<file path="src/rtl/core/dupwc_pkg.sv">
// ----------------------------------------------------------------------------
// dupwc_pkg
// Shared types and constants of the dual up/down potentiometer wiper
// controller: field widths, resistance range, tap limits, channel phases
// and the reciprocal used to turn ohms into a target tap.
// ----------------------------------------------------------------------------
`default_nettype none

package dupwc_pkg;

    // Field widths
    localparam int OHMS_W = 14;
    localparam int TAP_W  = 8;
    localparam int SEL_W  = 2;
    localparam int NCHAN  = 2;

    // Resistance range and tap limits
    localparam int MAX_OHMS = 10000;
    localparam int MIN_OHMS = 0;
    localparam int TOP_TAP  = 255;
    localparam int MID_TAP  = 128;

    // Request opcodes
    localparam logic OP_REQUEST = 1'b0;
    localparam logic OP_TICK    = 1'b1;

    // Target tap = floor(ohms * TOP_TAP / MAX_OHMS) as a multiply by a rounded-up
    // reciprocal. The shift keeps the error below 1/MAX_OHMS for every ohms up
    // to MAX_OHMS, so the floor is exact.
    localparam int RECIP_SHIFT = 28;
    localparam longint unsigned RECIP_MULT =
        ((longint'(TOP_TAP) << RECIP_SHIFT) + longint'(MAX_OHMS) - 1) / longint'(MAX_OHMS);
    localparam int RECIP_W = $clog2(RECIP_MULT + 1);
    localparam int PROD_W  = OHMS_W + RECIP_W;

    // Per-channel sequencing phase
    typedef enum logic [2:0] {
        PH_IDLE   = 3'd0,
        PH_SETUP1 = 3'd1,
        PH_SETUP2 = 3'd2,
        PH_RUN    = 3'd3,
        PH_DONE   = 3'd4
    } phase_t;

    // One captured input request
    typedef struct packed {
        logic              opcode;
        logic [SEL_W-1:0]  chan_sel;
        logic [OHMS_W-1:0] ohms;
    } req_t;

    // One result
    typedef struct packed {
        logic             request_ok;
        logic             cs_a_pin;
        logic             ud_a_pin;
        logic             inc_a_pin;
        logic             cs_b_pin;
        logic             ud_b_pin;
        logic             inc_b_pin;
        logic [TAP_W-1:0] tap_a_now;
        logic [TAP_W-1:0] tap_b_now;
        logic             all_done;
    } result_t;

endpackage

`default_nettype wire

</file>
<file path="src/rtl/core/dual_updown_pot_wiper_controller.sv">
// ----------------------------------------------------------------------------
// dual_updown_pot_wiper_controller
// Drives two up/down-interface digital potentiometers from resistance
// requests and timer ticks.
// ----------------------------------------------------------------------------
// Usage:
//   Input channel (s_valid/s_ready): s_opcode 0 is a resistance request for
//   channel s_chan_sel (0 = A, 1 = B) with s_ohms; s_opcode 1 is one timer tick
//   that advances chip select, the shared INC line and the running wipers.
//   Result channel (m_valid/m_ready): one result per request, giving whether
//   the request was taken, the pin levels, both wiper taps and all_done.
//   Path: the request is taken into the input register, and the state
//   update then loads the result register, or the skid register when the
//   result register is full and not being popped.
//   Throughput: 1 request per cycle while the skid is empty; the state update
//   is a single pass of logic, the target tap comes from one constant multiply.
//   Stall: a two-entry result buffer (result register plus skid) holds
//   finished results; once both are full the input register still takes one
//   more request, then s_ready drops and everything holds.
//   Reset (aresetn low, synchronous): both channels idle and deselected,
//   wipers and targets at mid tap, INC high, all buffers empty.
// ----------------------------------------------------------------------------
`default_nettype none

module dual_updown_pot_wiper_controller (
    input  wire logic                          aclk,
    input  wire logic                          aresetn,
    input  wire logic                          s_valid,
    output logic                               s_ready,
    input  wire logic                          s_opcode,
    input  wire logic [dupwc_pkg::SEL_W-1:0]   s_chan_sel,
    input  wire logic [dupwc_pkg::OHMS_W-1:0]  s_ohms,
    output logic                               m_valid,
    input  wire logic                          m_ready,
    output logic                               m_request_ok,
    output logic                               m_cs_a_pin,
    output logic                               m_ud_a_pin,
    output logic                               m_inc_a_pin,
    output logic                               m_cs_b_pin,
    output logic                               m_ud_b_pin,
    output logic                               m_inc_b_pin,
    output logic [dupwc_pkg::TAP_W-1:0]        m_tap_a_now,
    output logic [dupwc_pkg::TAP_W-1:0]        m_tap_b_now,
    output logic                               m_all_done
);

    localparam int TAP_W = dupwc_pkg::TAP_W;

    // Input stage
    logic              in_valid_reg;
    dupwc_pkg::req_t   in_reg;

    // Channel state
    dupwc_pkg::phase_t [dupwc_pkg::NCHAN-1:0] phase_reg, phase_next;
    logic [dupwc_pkg::NCHAN-1:0][TAP_W-1:0]   wiper_reg, wiper_next;
    logic [dupwc_pkg::NCHAN-1:0][TAP_W-1:0]   goal_reg, goal_next;
    logic [dupwc_pkg::NCHAN-1:0]              up_reg, up_next;
    logic [dupwc_pkg::NCHAN-1:0]              seln_reg, seln_next;
    logic                                     inc_reg, inc_next;
    logic                                     half_reg, half_next;

    // Result buffer
    logic                 out_valid_reg;
    dupwc_pkg::result_t   out_reg;
    logic                 skid_valid_reg;
    dupwc_pkg::result_t   skid_reg;

    logic                 advance;
    logic                 pop;
    dupwc_pkg::result_t   res;

    logic [dupwc_pkg::PROD_W-1:0] prod;
    logic [TAP_W-1:0]             target;
    logic                         range_ok;

    // Flow control
    assign pop     = out_valid_reg && m_ready;
    assign advance = in_valid_reg && !skid_valid_reg;
    assign s_ready = !in_valid_reg || advance;

    // Target tap by reciprocal multiply
    assign prod   = dupwc_pkg::PROD_W'(in_reg.ohms) *
                    dupwc_pkg::PROD_W'(dupwc_pkg::RECIP_MULT);
    assign target = prod[dupwc_pkg::RECIP_SHIFT +: TAP_W];

    assign range_ok = (in_reg.chan_sel <= dupwc_pkg::SEL_W'(1)) &&
                      (in_reg.ohms >= dupwc_pkg::OHMS_W'(dupwc_pkg::MIN_OHMS)) &&
                      (in_reg.ohms <= dupwc_pkg::OHMS_W'(dupwc_pkg::MAX_OHMS));

    // Next channel state and the result it shows
    always_comb begin
        logic [dupwc_pkg::NCHAN-1:0] busy;
        logic [dupwc_pkg::NCHAN-1:0] was_run;
        logic                        toggling;
        logic                        falling;
        logic                        ch;

        phase_next = phase_reg;
        wiper_next = wiper_reg;
        goal_next  = goal_reg;
        up_next    = up_reg;
        seln_next  = seln_reg;
        inc_next   = inc_reg;
        half_next  = half_reg;
        toggling   = 1'b0;
        falling    = 1'b0;
        was_run    = '0;
        ch         = in_reg.chan_sel[0];
        res        = '0;

        for (int c = 0; c < dupwc_pkg::NCHAN; c++) begin
            busy[c] = (phase_reg[c] == dupwc_pkg::PH_SETUP1) ||
                      (phase_reg[c] == dupwc_pkg::PH_SETUP2) ||
                      (phase_reg[c] == dupwc_pkg::PH_RUN);
        end

        if (in_reg.opcode == dupwc_pkg::OP_REQUEST) begin
            // Take a new target for the selected channel
            if (range_ok) begin
                res.request_ok = 1'b1;
                goal_next[ch]  = target;
                up_next[ch]    = target > wiper_reg[ch];
                if (target == wiper_reg[ch]) begin
                    phase_next[ch] = dupwc_pkg::PH_DONE;
                    seln_next[ch]  = 1'b1;
                end else if (!busy[ch]) begin
                    phase_next[ch] = dupwc_pkg::PH_SETUP1;
                    inc_next       = 1'b1;
                end
            end
        end else if (busy != '0) begin
            // Half period: lower chip selects, then move them to setup2
            half_next = !half_reg;
            for (int c = 0; c < dupwc_pkg::NCHAN; c++) begin
                if (phase_reg[c] == dupwc_pkg::PH_SETUP1) begin
                    if (!half_reg) begin
                        seln_next[c] = 1'b0;
                    end else if (!seln_reg[c]) begin
                        phase_next[c] = dupwc_pkg::PH_SETUP2;
                    end
                end
            end
            for (int c = 0; c < dupwc_pkg::NCHAN; c++) begin
                was_run[c] = phase_next[c] == dupwc_pkg::PH_RUN;
                if ((phase_next[c] == dupwc_pkg::PH_SETUP2) ||
                    (phase_next[c] == dupwc_pkg::PH_RUN)) begin
                    toggling = 1'b1;
                end
            end
            // Toggle INC; step running wipers on its falling edge
            if (toggling) begin
                inc_next = !inc_reg;
                falling  = inc_reg;
                for (int c = 0; c < dupwc_pkg::NCHAN; c++) begin
                    if (was_run[c]) begin
                        if (falling) begin
                            if (up_reg[c]) begin
                                if (wiper_reg[c] < TAP_W'(dupwc_pkg::TOP_TAP)) begin
                                    wiper_next[c] = wiper_reg[c] + TAP_W'(1);
                                end
                            end else if (wiper_reg[c] != '0) begin
                                wiper_next[c] = wiper_reg[c] - TAP_W'(1);
                            end
                        end
                        if (wiper_next[c] == goal_reg[c]) begin
                            phase_next[c] = dupwc_pkg::PH_DONE;
                            seln_next[c]  = 1'b1;
                        end
                    end else if (phase_next[c] == dupwc_pkg::PH_SETUP2) begin
                        phase_next[c] = dupwc_pkg::PH_RUN;
                    end
                end
            end
        end

        // Build the result from the updated state
        for (int c = 0; c < dupwc_pkg::NCHAN; c++) begin
            busy[c] = (phase_next[c] == dupwc_pkg::PH_SETUP1) ||
                      (phase_next[c] == dupwc_pkg::PH_SETUP2) ||
                      (phase_next[c] == dupwc_pkg::PH_RUN);
        end
        res.cs_a_pin  = seln_next[0];
        res.ud_a_pin  = up_next[0];
        res.inc_a_pin = busy[0] ? inc_next : 1'b1;
        res.cs_b_pin  = seln_next[1];
        res.ud_b_pin  = up_next[1];
        res.inc_b_pin = busy[1] ? inc_next : 1'b1;
        res.tap_a_now = wiper_next[0];
        res.tap_b_now = wiper_next[1];
        res.all_done  = (busy == '0);
    end

    // Capture requests
    always_ff @(posedge aclk) begin
        if (!aresetn) begin
            in_valid_reg <= 1'b0;
        end else if (s_ready) begin
            in_valid_reg <= s_valid;
        end
        if (s_ready && s_valid) begin
            in_reg.opcode   <= s_opcode;
            in_reg.chan_sel <= s_chan_sel;
            in_reg.ohms     <= s_ohms;
        end
    end

    // Commit channel state
    always_ff @(posedge aclk) begin
        if (!aresetn) begin
            for (int c = 0; c < dupwc_pkg::NCHAN; c++) begin
                phase_reg[c] <= dupwc_pkg::PH_IDLE;
                wiper_reg[c] <= TAP_W'(dupwc_pkg::MID_TAP);
                goal_reg[c]  <= TAP_W'(dupwc_pkg::MID_TAP);
            end
            up_reg   <= '0;
            seln_reg <= '1;
            inc_reg  <= 1'b1;
            half_reg <= 1'b0;
        end else if (advance) begin
            phase_reg <= phase_next;
            wiper_reg <= wiper_next;
            goal_reg  <= goal_next;
            up_reg    <= up_next;
            seln_reg  <= seln_next;
            inc_reg   <= inc_next;
            half_reg  <= half_next;
        end
    end

    // Result register with skid stage
    always_ff @(posedge aclk) begin
        if (!aresetn) begin
            out_valid_reg  <= 1'b0;
            skid_valid_reg <= 1'b0;
        end else if (skid_valid_reg) begin
            if (pop) begin
                out_valid_reg  <= 1'b1;
                skid_valid_reg <= 1'b0;
            end
        end else if (advance) begin
            if (!out_valid_reg || pop) begin
                out_valid_reg <= 1'b1;
            end else begin
                skid_valid_reg <= 1'b1;
            end
        end else if (pop) begin
            out_valid_reg <= 1'b0;
        end
    end

    always_ff @(posedge aclk) begin
        if (skid_valid_reg) begin
            if (pop) begin
                out_reg <= skid_reg;
            end
        end else if (advance) begin
            if (!out_valid_reg || pop) begin
                out_reg <= res;
            end else begin
                skid_reg <= res;
            end
        end
    end

    // Drive result ports
    assign m_valid      = out_valid_reg;
    assign m_request_ok = out_reg.request_ok;
    assign m_cs_a_pin   = out_reg.cs_a_pin;
    assign m_ud_a_pin   = out_reg.ud_a_pin;
    assign m_inc_a_pin  = out_reg.inc_a_pin;
    assign m_cs_b_pin   = out_reg.cs_b_pin;
    assign m_ud_b_pin   = out_reg.ud_b_pin;
    assign m_inc_b_pin  = out_reg.inc_b_pin;
    assign m_tap_a_now  = out_reg.tap_a_now;
    assign m_tap_b_now  = out_reg.tap_b_now;
    assign m_all_done   = out_reg.all_done;

endmodule

`default_nettype wire

</file>
<file path="config.mk">
export PLATFORM = sky130hd
export DESIGN_NAME = dual_updown_pot_wiper_controller
export DESIGN_NICKNAME = d
export VERILOG_FILES = /design/src/rtl/core/dupwc_pkg.sv /design/src/rtl/core/dual_updown_pot_wiper_controller.sv
export SDC_FILE = /design/constraint.sdc
export NUM_CORES = 1
export LEC_CHECK = 0
export ABC_AREA = 1
export BUFFER_PORTS_ARGS = -buffer_cell sky130_fd_sc_hd__buf_2
export CAP_MARGIN = 20
export CORE_MARGIN = 2
export CORE_UTILIZATION = 48
export CTS_BUF_LIST = sky130_fd_sc_hd__clkbuf_2
export CTS_CLUSTER_SIZE = 25
export DETAILED_ROUTE_END_ITERATION = 16
export PLACE_DENSITY = 0.65
export SETUP_SLACK_MARGIN = 0.4
export SYNTH_ARGS = -nofsm -noshare
export SYNTH_HDL_FRONTEND = slang
export SYNTH_SLANG_ARGS = --single-unit
</file>
<file path="constraint.sdc">
create_clock -name aclk -period 10.1 [get_ports aclk]
set_input_delay 1.515 -clock aclk [delete_from_list [all_inputs] [get_ports aclk]]
set_output_delay 1.515 -clock aclk [all_outputs]
set_load 0.005 [all_outputs]
</file>
==> results of run 1 <==
==> worst register-to-register path, delay by kind of cell (launching register included) <==
family,cells,cell delay (ns)
adders and majority gates,8,3.48
AOI/OAI and AO/OA,6,1.62
and+or+nand+nor,10,1.35
DFF,1,0.71
buffers and inverters,5,0.33
xor gates and xnor gates,1,0.21
==> cell type report <==
class                      instances  area share, %
clock buffer                      10          0.416
clock inverter                     6          0.406
tap                              319           3.32
timing repair buffer              52           2.46
multi-input combinational        988           60.5
sequential                       112           24.1
inverter                         282           8.80
==> per-layer routing <==
metal / vias up / wire (µm) / share of wire, %
met5: - / 0 / 0
met4: 0 / 678 / 2.4
met3: 43 / 1590 / 5.7
met2: 258 / 12000 / 43
met1: 4231 / 13500 / 49
li1: 4639 / - / -
==> metrics by stage <==
| stage | utilization [%] | cells |
|---|---|---|
| final | 51.4 | 1769 |
| after global routing | 51.4 | 1769 |
| after CTS | 51.2 | 1767 |
| after detailed placement | 50.8 | 1751 |
| after global placement | 50.8 | 1751 |
| after floorplan | - | 1419 |
==> report_power, final <==
part / internal [mW] / leakage, nW / switching [mW]
clock network: 0.0367 / 0.0609 / 0.156
logic: 0.708 / 5.07 / 1.18
registers: 0.508 / 0.990 / 0.0330
total: 1.25 / 6.12 / 1.37
==> worst max path at each step <==
| stage | start | endpoint | slack (ns) | depth (start not counted) |
|---|---|---|---|---|
| floorplan | in_reg[8]$_DFFE_PP_ | m_all_done$_DFFE_PP_ | 3.51 | 32 |
| global placement | in_reg[8]$_DFFE_PP_ | m_all_done$_DFFE_PP_ | 2.64 | 34 |
| detailed placement | in_reg[5]$_DFFE_PP_ | m_all_done$_DFFE_PP_ | 2.48 | 30 |
| CTS | in_reg[5]$_DFFE_PP_ | m_all_done$_DFFE_PP_ | 2.42 | 30 |
| global route | in_reg[5]$_DFFE_PP_ | m_all_done$_DFFE_PP_ | 1.74 | 30 |
| finish | in_reg[5]$_DFFE_PP_ | m_all_done$_DFFE_PP_ | 2.34 | 30 |
==> logic make-up after synthesis <==
family | after synthesis
compound gates | 219
xor+xnor | 17
fa+ha+maj | 246
buf+inv | 319
flops | 112
simple gates | 506
==> cells in the final DEF (no fill, tap or decap), types with 46 or more instances in the layout <==
cell type / Yosys / final
nor2_1: 72 / 72
edfxtp_1: 65 / 65
nand2_1: 296 / 296
buf_2: 7 / 46
o21ai_0: 86 / 86
a21oi_1: 83 / 82
dfxtp_1: 47 / 47
ha_1: 161 / 161
inv_1: 277 / 277
fa_1: 85 / 85
nand3_1: 85 / 85
==> flow_summary.json, run 1 <==
{
  "die_w_um": 158,
  "wl_per_cell_um": 15.7,
  "clk_latency_ns": 0.63,
  "synth_top_area_share_pct": 17.6,
  "drtAntennaViolNets": 0,
  "synth_edf_count": 65,
  "critPathBufInv": 5,
  "cts_tree": "yes",
  "avgSynthCellArea_um2": 8.05,
  "nets": 1712,
  "final.setup.tns_ns": 0,
  "worstSetupPathType": "flip-flop to flip-flop",
  "register_area_um2": 2890,
  "worst_hold_slack_ns": 0.561,
  "setup_ws_ns": 2.34,
  "synth_top_flop_cell": "edfxtp_1",
  "worst_pin_slew_ns": 0.932,
  "startpoint_type": "flip-flop",
  "rsz0062_at_grt": "no",
  "area_growth_pct": 5.34,
  "slowest_delay_ns": 0.71,
  "io_buffers": 46,
  "p_total_mw": 2.62,
  "skew_ns": 0.0251,
  "syn_inst": 1419,
  "fillers": 2359,
  "drtIter0Drc": 828,
  "use_met3_pct": 4.27,
  "worstReg2RegStart": "in_reg[5]$_DFFE_PP_",
  "clk_pin_slew_ns": 0.31,
  "gp_congestion": 0.947,
  "maxSlewHeadroom_pct": 37.8,
  "cts_sinks": 112,
  "reg2reg_to": "m_all_done$_DFFE_PP_",
  "finalHoldViolCount": 0,
  "hold_path_startpoint": "goal_reg[15]$_SDFFE_PN1P_",
  "yosysSeqAreaShare_pct": 25.3,
  "syn-cell-area_um2": 11400,
  "finalCritPeriodShare_pct": 76.9,
  "ys_seq_elements": 112,
  "htree_levels": 3,
  "core-area_um2": 23400,
  "n_antenna_cell": 0,
  "holdPathEnd": "goal_reg[15]$_SDFFE_PN1P_",
  "cp.required_ns": 10.63,
  "dp_slack_ns": 2.48,
  "cts_buffers": 9,
  "cts-root-buf": "clkbuf_2",
  "yosysWarnings": 0,
  "multiInputGateArea_um2": 7280,
  "netlist_top_cells_count": "296 x nand2_1, 277 x inv_1, 161 x ha_1",
  "p_leak_nw": 6.12,
  "vias": 9171,
  "grt_max_degree": 39,
  "synth_top_family_by_area": "adder cells",
  "die_area_um2": 25000,
  "worstSetupEndpointType": "flip-flop",
  "synth.most_common_cell": "nand2_1",
  "grt_util_met2_pct": 35.8,
  "crit_fanout": 10,
  "antenna_found_initial": 0,
  "fp-row-count": 56,
  "synth-simple-area-share_pct": 19.1,
  "min_path_cells": 2,
  "status": "finished clean",
  "setup_viol": 0,
  "ctsHoldBuffers": 0,
  "post_route_cells_drive_above_1_share_pct": 6.97,
  "critPathTopFamily": "adder cells",
  "grtUsageTotal_pct": 23.2,
  "hpwl_um": 22800,
  "die_h_um": 158,
  "cts_resized": 0,
  "synthMuxAreaShare_pct": 0,
  "largest_reg_flops": 24,
  "cp.arrival_ns": 8.30,
  "grtUsageMet1_pct": 33.6,
  "min_period_ns": 7.76,
  "powerDensity_nw_per_um2": 218,
  "drt-total-wl_um": 27700,
  "irDropWorstVdd_v": 0.000141,
  "slew_viol_final": 0,
  "initial_core_util_pct": 48.8,
  "post_cts_buffers": 0,
  "ys_types": 48,
  "cap_violations": 0,
  "cts_buffer_depth": 2,
  "reg2regPathDepth": 30,
  "synth_compound_area_share_pct": 10.7,
  "grt_pass1_wl_um": 45100,
  "synth_async_sr_flop_share_pct": 0,
  "dr.pass1.iters": 5,
  "drcViolationCount": 0,
  "vias_per_cell": 5.18,
  "syn_nets": 1686,
  "placed_area_um2": 11900,
  "busiest_layer": "met2",
  "fmax_ghz": 0.129,
  "reg2reg_slack_ns": 2.34,
  "cpMaxStageDelayCell": "edfxtp_1",
  "synth_top_cell_by_area": "ha_1",
  "final_cell_area_um2": 12000,
  "overflow": 0,
  "yosys-top-cells-area": "ha_1 18%, edfxtp_1 17%, fa_1 15%, nand2_1 9.7%, inv_1 9.1%",
  "synth-xor-area-share_pct": 1.30,
  "grt_pass1_vias": 8740,
  "pin_count": 47,
  "synth_adder_area_share_pct": 32.6,
  "hold_path_class": "flip-flop to flip-flop"
}
Power figures use the tool's default switching activity.
==> inputs of run 2 (changes only) <==
Settings changed: PLACE_DENSITY 0.65 to 0.67.
Clock period 10.1 ns to 6.9 ns, I/O delays scaled along.
==> run 2 against run 1 <==
Critical path depth rose by 6. Design area up 9.0%. Clock skew grew 0.0098 ns. Worst hold slack worse by 0.014 ns. Routed wire length is 5.8% higher. Non-clock buffer count up 60. First-iteration DRC count fell by 4.5%. Combinational power grew 98%. Clock power rose by 55%. Final cell count up 3.4%. Count of clock-buffer cells in the layout unchanged. Die area unchanged. Largest cell class unchanged.
==> flow_summary.json, run 2 (synthesized netlist as in run 1, its figures left out) <==
{
  "drtIter0Drc": 791,
  "wl_per_cell_um": 16.0,
  "die_area_um2": 25000,
  "cts_sinks": 112,
  "hpwl_um": 22900,
  "drcViolationCount": 0,
  "vias_per_cell": 5.21,
  "finalCritPeriodShare_pct": 94.4,
  "fillers": 2169,
  "grt_util_met2_pct": 38.9,
  "powerDensity_nw_per_um2": 369,
  "clk_pin_slew_ns": 0.33,
  "drtAntennaViolNets": 0,
  "cts_buffers": 9,
  "core-area_um2": 23400,
  "cts_buffer_depth": 2,
  "drt-total-wl_um": 29300,
  "grt_pass1_wl_um": 46400,
  "dr.pass1.iters": 8,
  "register_area_um2": 2890,
  "slew_viol_final": 0,
  "p_leak_nw": 6.45,
  "final_common_cell": "nand2_1",
  "largest_reg_flops": 24,
  "cp.arrival_ns": 7.06,
  "slowest_delay_ns": 0.56,
  "cts_tree": "yes",
  "use_met3_pct": 3.20,
  "worstSetupPathType": "flip-flop to flip-flop",
  "skew_ns": 0.0349,
  "area_growth_pct": 14.8,
  "cp_common_cell": "nand2_1",
  "hold_path_class": "flip-flop to flip-flop",
  "clk_latency_ns": 0.65,
  "cp.required_ns": 7.45,
  "die_w_um": 158,
  "antenna_found_initial": 1,
  "worstSetupEndpointType": "flip-flop",
  "die_h_um": 158,
  "layout.cells.non_filler": 1830,
  "rsz0062_at_grt": "yes",
  "min_period_ns": 6.51,
  "fp-row-count": 56,
  "nets": 1772,
  "status": "finished clean",
  "cts-root-buf": "clkbuf_2",
  "overflow": 0,
  "p_total_mw": 4.83,
  "pin_count": 47,
  "multiInputGateArea_um2": 7890,
  "grtUsageTotal_pct": 23.9,
  "busiest_layer": "met2",
  "vias": 9533,
  "grt_max_degree": 40,
  "finalHoldViolCount": 0,
  "dpl.cell_count": 1774,
  "post_route_cells_drive_above_1_share_pct": 17.8,
  "initial_core_util_pct": 48.8,
  "cap_violations": 0,
  "maxSlewHeadroom_pct": 28.0,
  "cpMaxStageDelayCell": "fa_1",
  "setup_viol": 0,
  "grt_pass1_vias": 9201,
  "irDropWorstVdd_v": 0.000208,
  "crit_fanout": 4,
  "layout_common_cells": "279 x nand2_1, 259 x inv_1, 133 x ha_1",
  "grtUsageMet1_pct": 33.9,
  "startpoint_type": "flip-flop",
  "io_buffers": 46,
  "final.setup.tns_ns": 0,
  "worst_pin_slew_ns": 1.08,
  "gp_congestion": 0.950,
  "fmax_ghz": 0.154,
  "htree_levels": 3
}
==> run 2: cell count changes in the layout (fill, tap and decap cells not counted), sizes merged <==
cell	previous run	this run
buf	52	112
clkinvlp	2	0
inv	284	286
diode	0	1
==> run 2: what timing repair did <==
action,CTS,global route
gates resized for setup,59,68
pin swaps,38,61
buffers inserted,24,14
endpoints found under the setup margin,25,25
hold buffers,0,0
==> run 2: layer usage <==
metal | vias to the layer above | wire (µm)
met5 | - | 0
met4 | 0 | 490
met3 | 40 | 1440
met2 | 255 | 13400
met1 | 4497 | 14000
li1 | 4741 | -
==> run 2: path summary, 6_finish.rpt <==
path                                          startpoint  depth (start not counted)  slack (ns)                        to
worst max-delay path                 in_reg[8]$_DFFE_PP_                         36        0.39      m_all_done$_DFFE_PP_
worst min-delay path            seln_reg[1]$_SDFFE_PN1P_                          2        0.55  seln_reg[1]$_SDFFE_PN1P_
worst max register to register       in_reg[8]$_DFFE_PP_                         36        0.39      m_all_done$_DFFE_PP_
worst min register to register  seln_reg[1]$_SDFFE_PN1P_                          2        0.55  seln_reg[1]$_SDFFE_PN1P_
==> run 2: layout make-up <==
cell class              instances  area share (%)
multi-input cells             988            60.2
flip-flops and latches        112            22.1
inverters                     282            8.10
repair buffers                112            5.77
well taps                     319            3.05
clock inverters                 6           0.439
clock buffers                  10           0.382
diodes                          1          0.0191
==> run 2: power breakdown <==
group          internal [mW]  total [mW]  switching [mW]
registers              0.744       0.783          0.0391
logic                   1.61        3.75            2.14
clock network         0.0603       0.298           0.237
total                   2.41        4.83            2.42
==> run 2: stage by stage <==
stage	area [µm²]	setup WS [ns]	utilization, %	hold WS, ns
2_1_floorplan	11400	0.403	-	0.455
3_3_place_gp	12100	0.145	51.6	0.480
3_5_place_dp	12100	0.00959	51.6	0.488
4_1_cts	12700	0.390	54.2	0.514
5_1_grt	13100	0.0614	56.0	0.504
6_report	13100	0.388	56.0	0.548
==> run 2: critical path: cells and delay by family, from the launching register on <==
kind / cells / cell delay [ns]
adders and majority gates: 8 / 3.04
and+or+nand+nor: 14 / 1.22
AOI/OAI and AO/OA: 6 / 0.87
buffers and inverters: 7 / 0.59
DFF: 1 / 0.53
xor gates and xnor gates: 1 / 0.19
==> inputs of run 3 (changes only) <==
Settings changed: CORE_UTILIZATION 48 to 55, PLACE_DENSITY 0.67 to 0.75.
==> run 3 against run 2 <==
Clock skew is 0.014 ns higher. Sequential power hardly changed. Core utilization is 9.1 points higher. Routed wire length is 4.2% higher. Largest power group unchanged. Setup slack worse by 0.14 ns. Sequential share of layout area is 0.17 points lower. Via count is 4.5% higher. Register-to-register slack worse by 0.14 ns. Count of clock-buffer cells in the layout stayed put. Power is 7.2% higher. Largest cell class unchanged. First-iteration DRC count is 2.5% lower. Sequential cell count stayed put.
==> flow_summary.json, run 3 (synthesized netlist as in run 1, its figures left out) <==
{
  "gp_congestion": 0.943,
  "holdPathEnd": "in_reg[15]$_DFFE_PP_",
  "clk_pin_slew_ns": 0.30,
  "status": "finished clean",
  "wl_per_cell_um": 17.1,
  "post_route_cells_drive_above_1_share_pct": 18.2,
  "antenna_found_initial": 1,
  "fmax_ghz": 0.150,
  "die_h_um": 148,
  "vias": 9961,
  "startpoint": "in_reg[8]$_DFFE_PP_",
  "grt_pass1_vias": 9603,
  "dr.pass1.iters": 5,
  "cts_buffers": 9,
  "cts_sinks": 112,
  "worst_hold_slack_ns": 0.527,
  "reg2regPathDepth": 35,
  "drtIter0Drc": 771,
  "irDropWorstVdd_v": 0.000302,
  "dpl.cell_count": 1720,
  "slew_viol_final": 0,
  "startpoint_type": "flip-flop",
  "die_area_um2": 21900,
  "grt_max_degree": 39,
  "ctsHoldBuffers": 0,
  "drtAntennaViolNets": 0,
  "drt-total-wl_um": 30600,
  "fillers": 1615,
  "cpMaxStageDelayCell": "fa_1",
  "worstReg2RegStart": "in_reg[8]$_DFFE_PP_",
  "worstSetupPathType": "flip-flop to flip-flop",
  "skew_ns": 0.0492,
  "slowest_delay_ns": 0.54,
  "reg2reg_slack_ns": 0.24,
  "worst_pin_slew_ns": 1.08,
  "hold_path_startpoint": "s_chan_sel[1]",
  "worstSetupEndpointType": "flip-flop",
  "overflow": 0,
  "initial_core_util_pct": 56.2,
  "min_path_cells": 1,
  "nets": 1776,
  "vias_per_cell": 5.57,
  "cp.arrival_ns": 7.21,
  "maxSlewHeadroom_pct": 27.9,
  "finalHoldViolCount": 0,
  "layout_common_cells": "278 x nand2_1, 262 x inv_1, 133 x ha_1",
  "cp.required_ns": 7.45,
  "grt_pass1_wl_um": 47300,
  "io_buffers": 46,
  "p_leak_nw": 6.55,
  "crit_fanout": 4,
  "grtUsageTotal_pct": 27.0,
  "largest_reg_flops": 24,
  "cts_buffer_depth": 2,
  "fp-row-count": 52,
  "drcViolationCount": 0,
  "hold_path_class": "input port to flip-flop",
  "hpwl_um": 22500,
  "core-area_um2": 20300,
  "min_period_ns": 6.66,
  "clk_latency_ns": 0.67,
  "layout.cells.non_filler": 1788,
  "finalCritPeriodShare_pct": 96.5,
  "cap_violations": 0,
  "cts_tree": "yes",
  "reg2reg_to": "m_all_done$_DFFE_PP_",
  "final_common_cell": "nand2_1",
  "cts-root-buf": "clkbuf_2",
  "pin_count": 47,
  "rsz0062_at_grt": "yes",
  "area_growth_pct": 15.7,
  "htree_levels": 3,
  "die_w_um": 148,
  "powerDensity_nw_per_um2": 392,
  "setup_viol": 0
}
==> run 3: cell count changes in the layout (fill, tap and decap cells not counted), sizes merged <==
| cell | change |
|---|---|
| bufinv | +1 |
| clkinvlp | +1 |
| buf | +4 |
| diode | +3 |
| inv | -2 |
==> run 3: repair_timing <==
action / 4_1_cts / 5_1_grt
endpoints found under the setup margin: 23 / 27
setup buffers: 32 / 16
resized for setup: 58 / 91
pin swaps: 38 / 55
==> run 3: layout make-up <==
class / instances / area [µm²] / area share (%)
sequential: 112 / 2890 / 21.9
tap: 270 / 338 / 2.56
multi-input combinational: 988 / 7950 / 60.2
antenna: 4 / 10.0 / 0.0758
clock buffer: 10 / 50.0 / 0.379
timing repair buffer: 116 / 831 / 6.29
inverter: 282 / 1060 / 8.03
clock inverter: 6 / 75.1 / 0.568
==> run 3: worst max-delay path, delay by kind of cell (launching register included) <==
| family | cells | cell delay, ns |
|---|---|---|
| buffers and inverters | 10 | 0.67 |
| xor gates and xnor gates | 1 | 0.12 |
| adders and majority gates | 8 | 3.43 |
| AOI/OAI and AO/OA | 6 | 0.99 |
| and+or+nand+nor | 10 | 0.86 |
| DFF | 1 | 0.47 |
==> run 3: routing by layer <==
metal	global-route usage (%)	share of wire, %
met5	0	0
met4	8.52	3.1
met3	4.54	6.4
met2	44.4	47
met1	36.7	43
==> run 3: worst max-delay path by stage <==
stage,to,slack (ns)
after floorplan,m_all_done$_DFFE_PP_,0.40
after CTS,m_all_done$_DFFE_PP_,0.40
after global routing,phase_reg[1]$_SDFFE_PN0P_,0.08
after global placement,m_all_done$_DFFE_PP_,0.16
after detailed placement,m_inc_a_pin$_DFFE_PP_,-0.01
final,m_all_done$_DFFE_PP_,0.24
==> run 3: stage by stage <==
step	worst slack (ns)	power [mW]	TNS (ns)	instance area, µm²	util (%)
after floorplan	0.403	2.85	0	11400	-
after global placement	0.162	3.54	0	12000	58.9
after detailed placement	-0.0122	3.59	-0.0122	12000	58.9
after CTS	0.401	4.49	0	12700	62.4
after global routing	0.0770	5.56	0	13200	65.1
final	0.244	5.18	0	13200	65.1
==> run 3: report_power, final <==
| part | leakage [nW] | internal, mW | switching, mW |
|---|---|---|---|
| Sequential | 0.990 | 0.744 | 0.0394 |
| Combinational | 5.48 | 1.74 | 2.32 |
| Clock | 0.0765 | 0.0917 | 0.236 |
| Total | 6.55 | 2.58 | 2.60 |
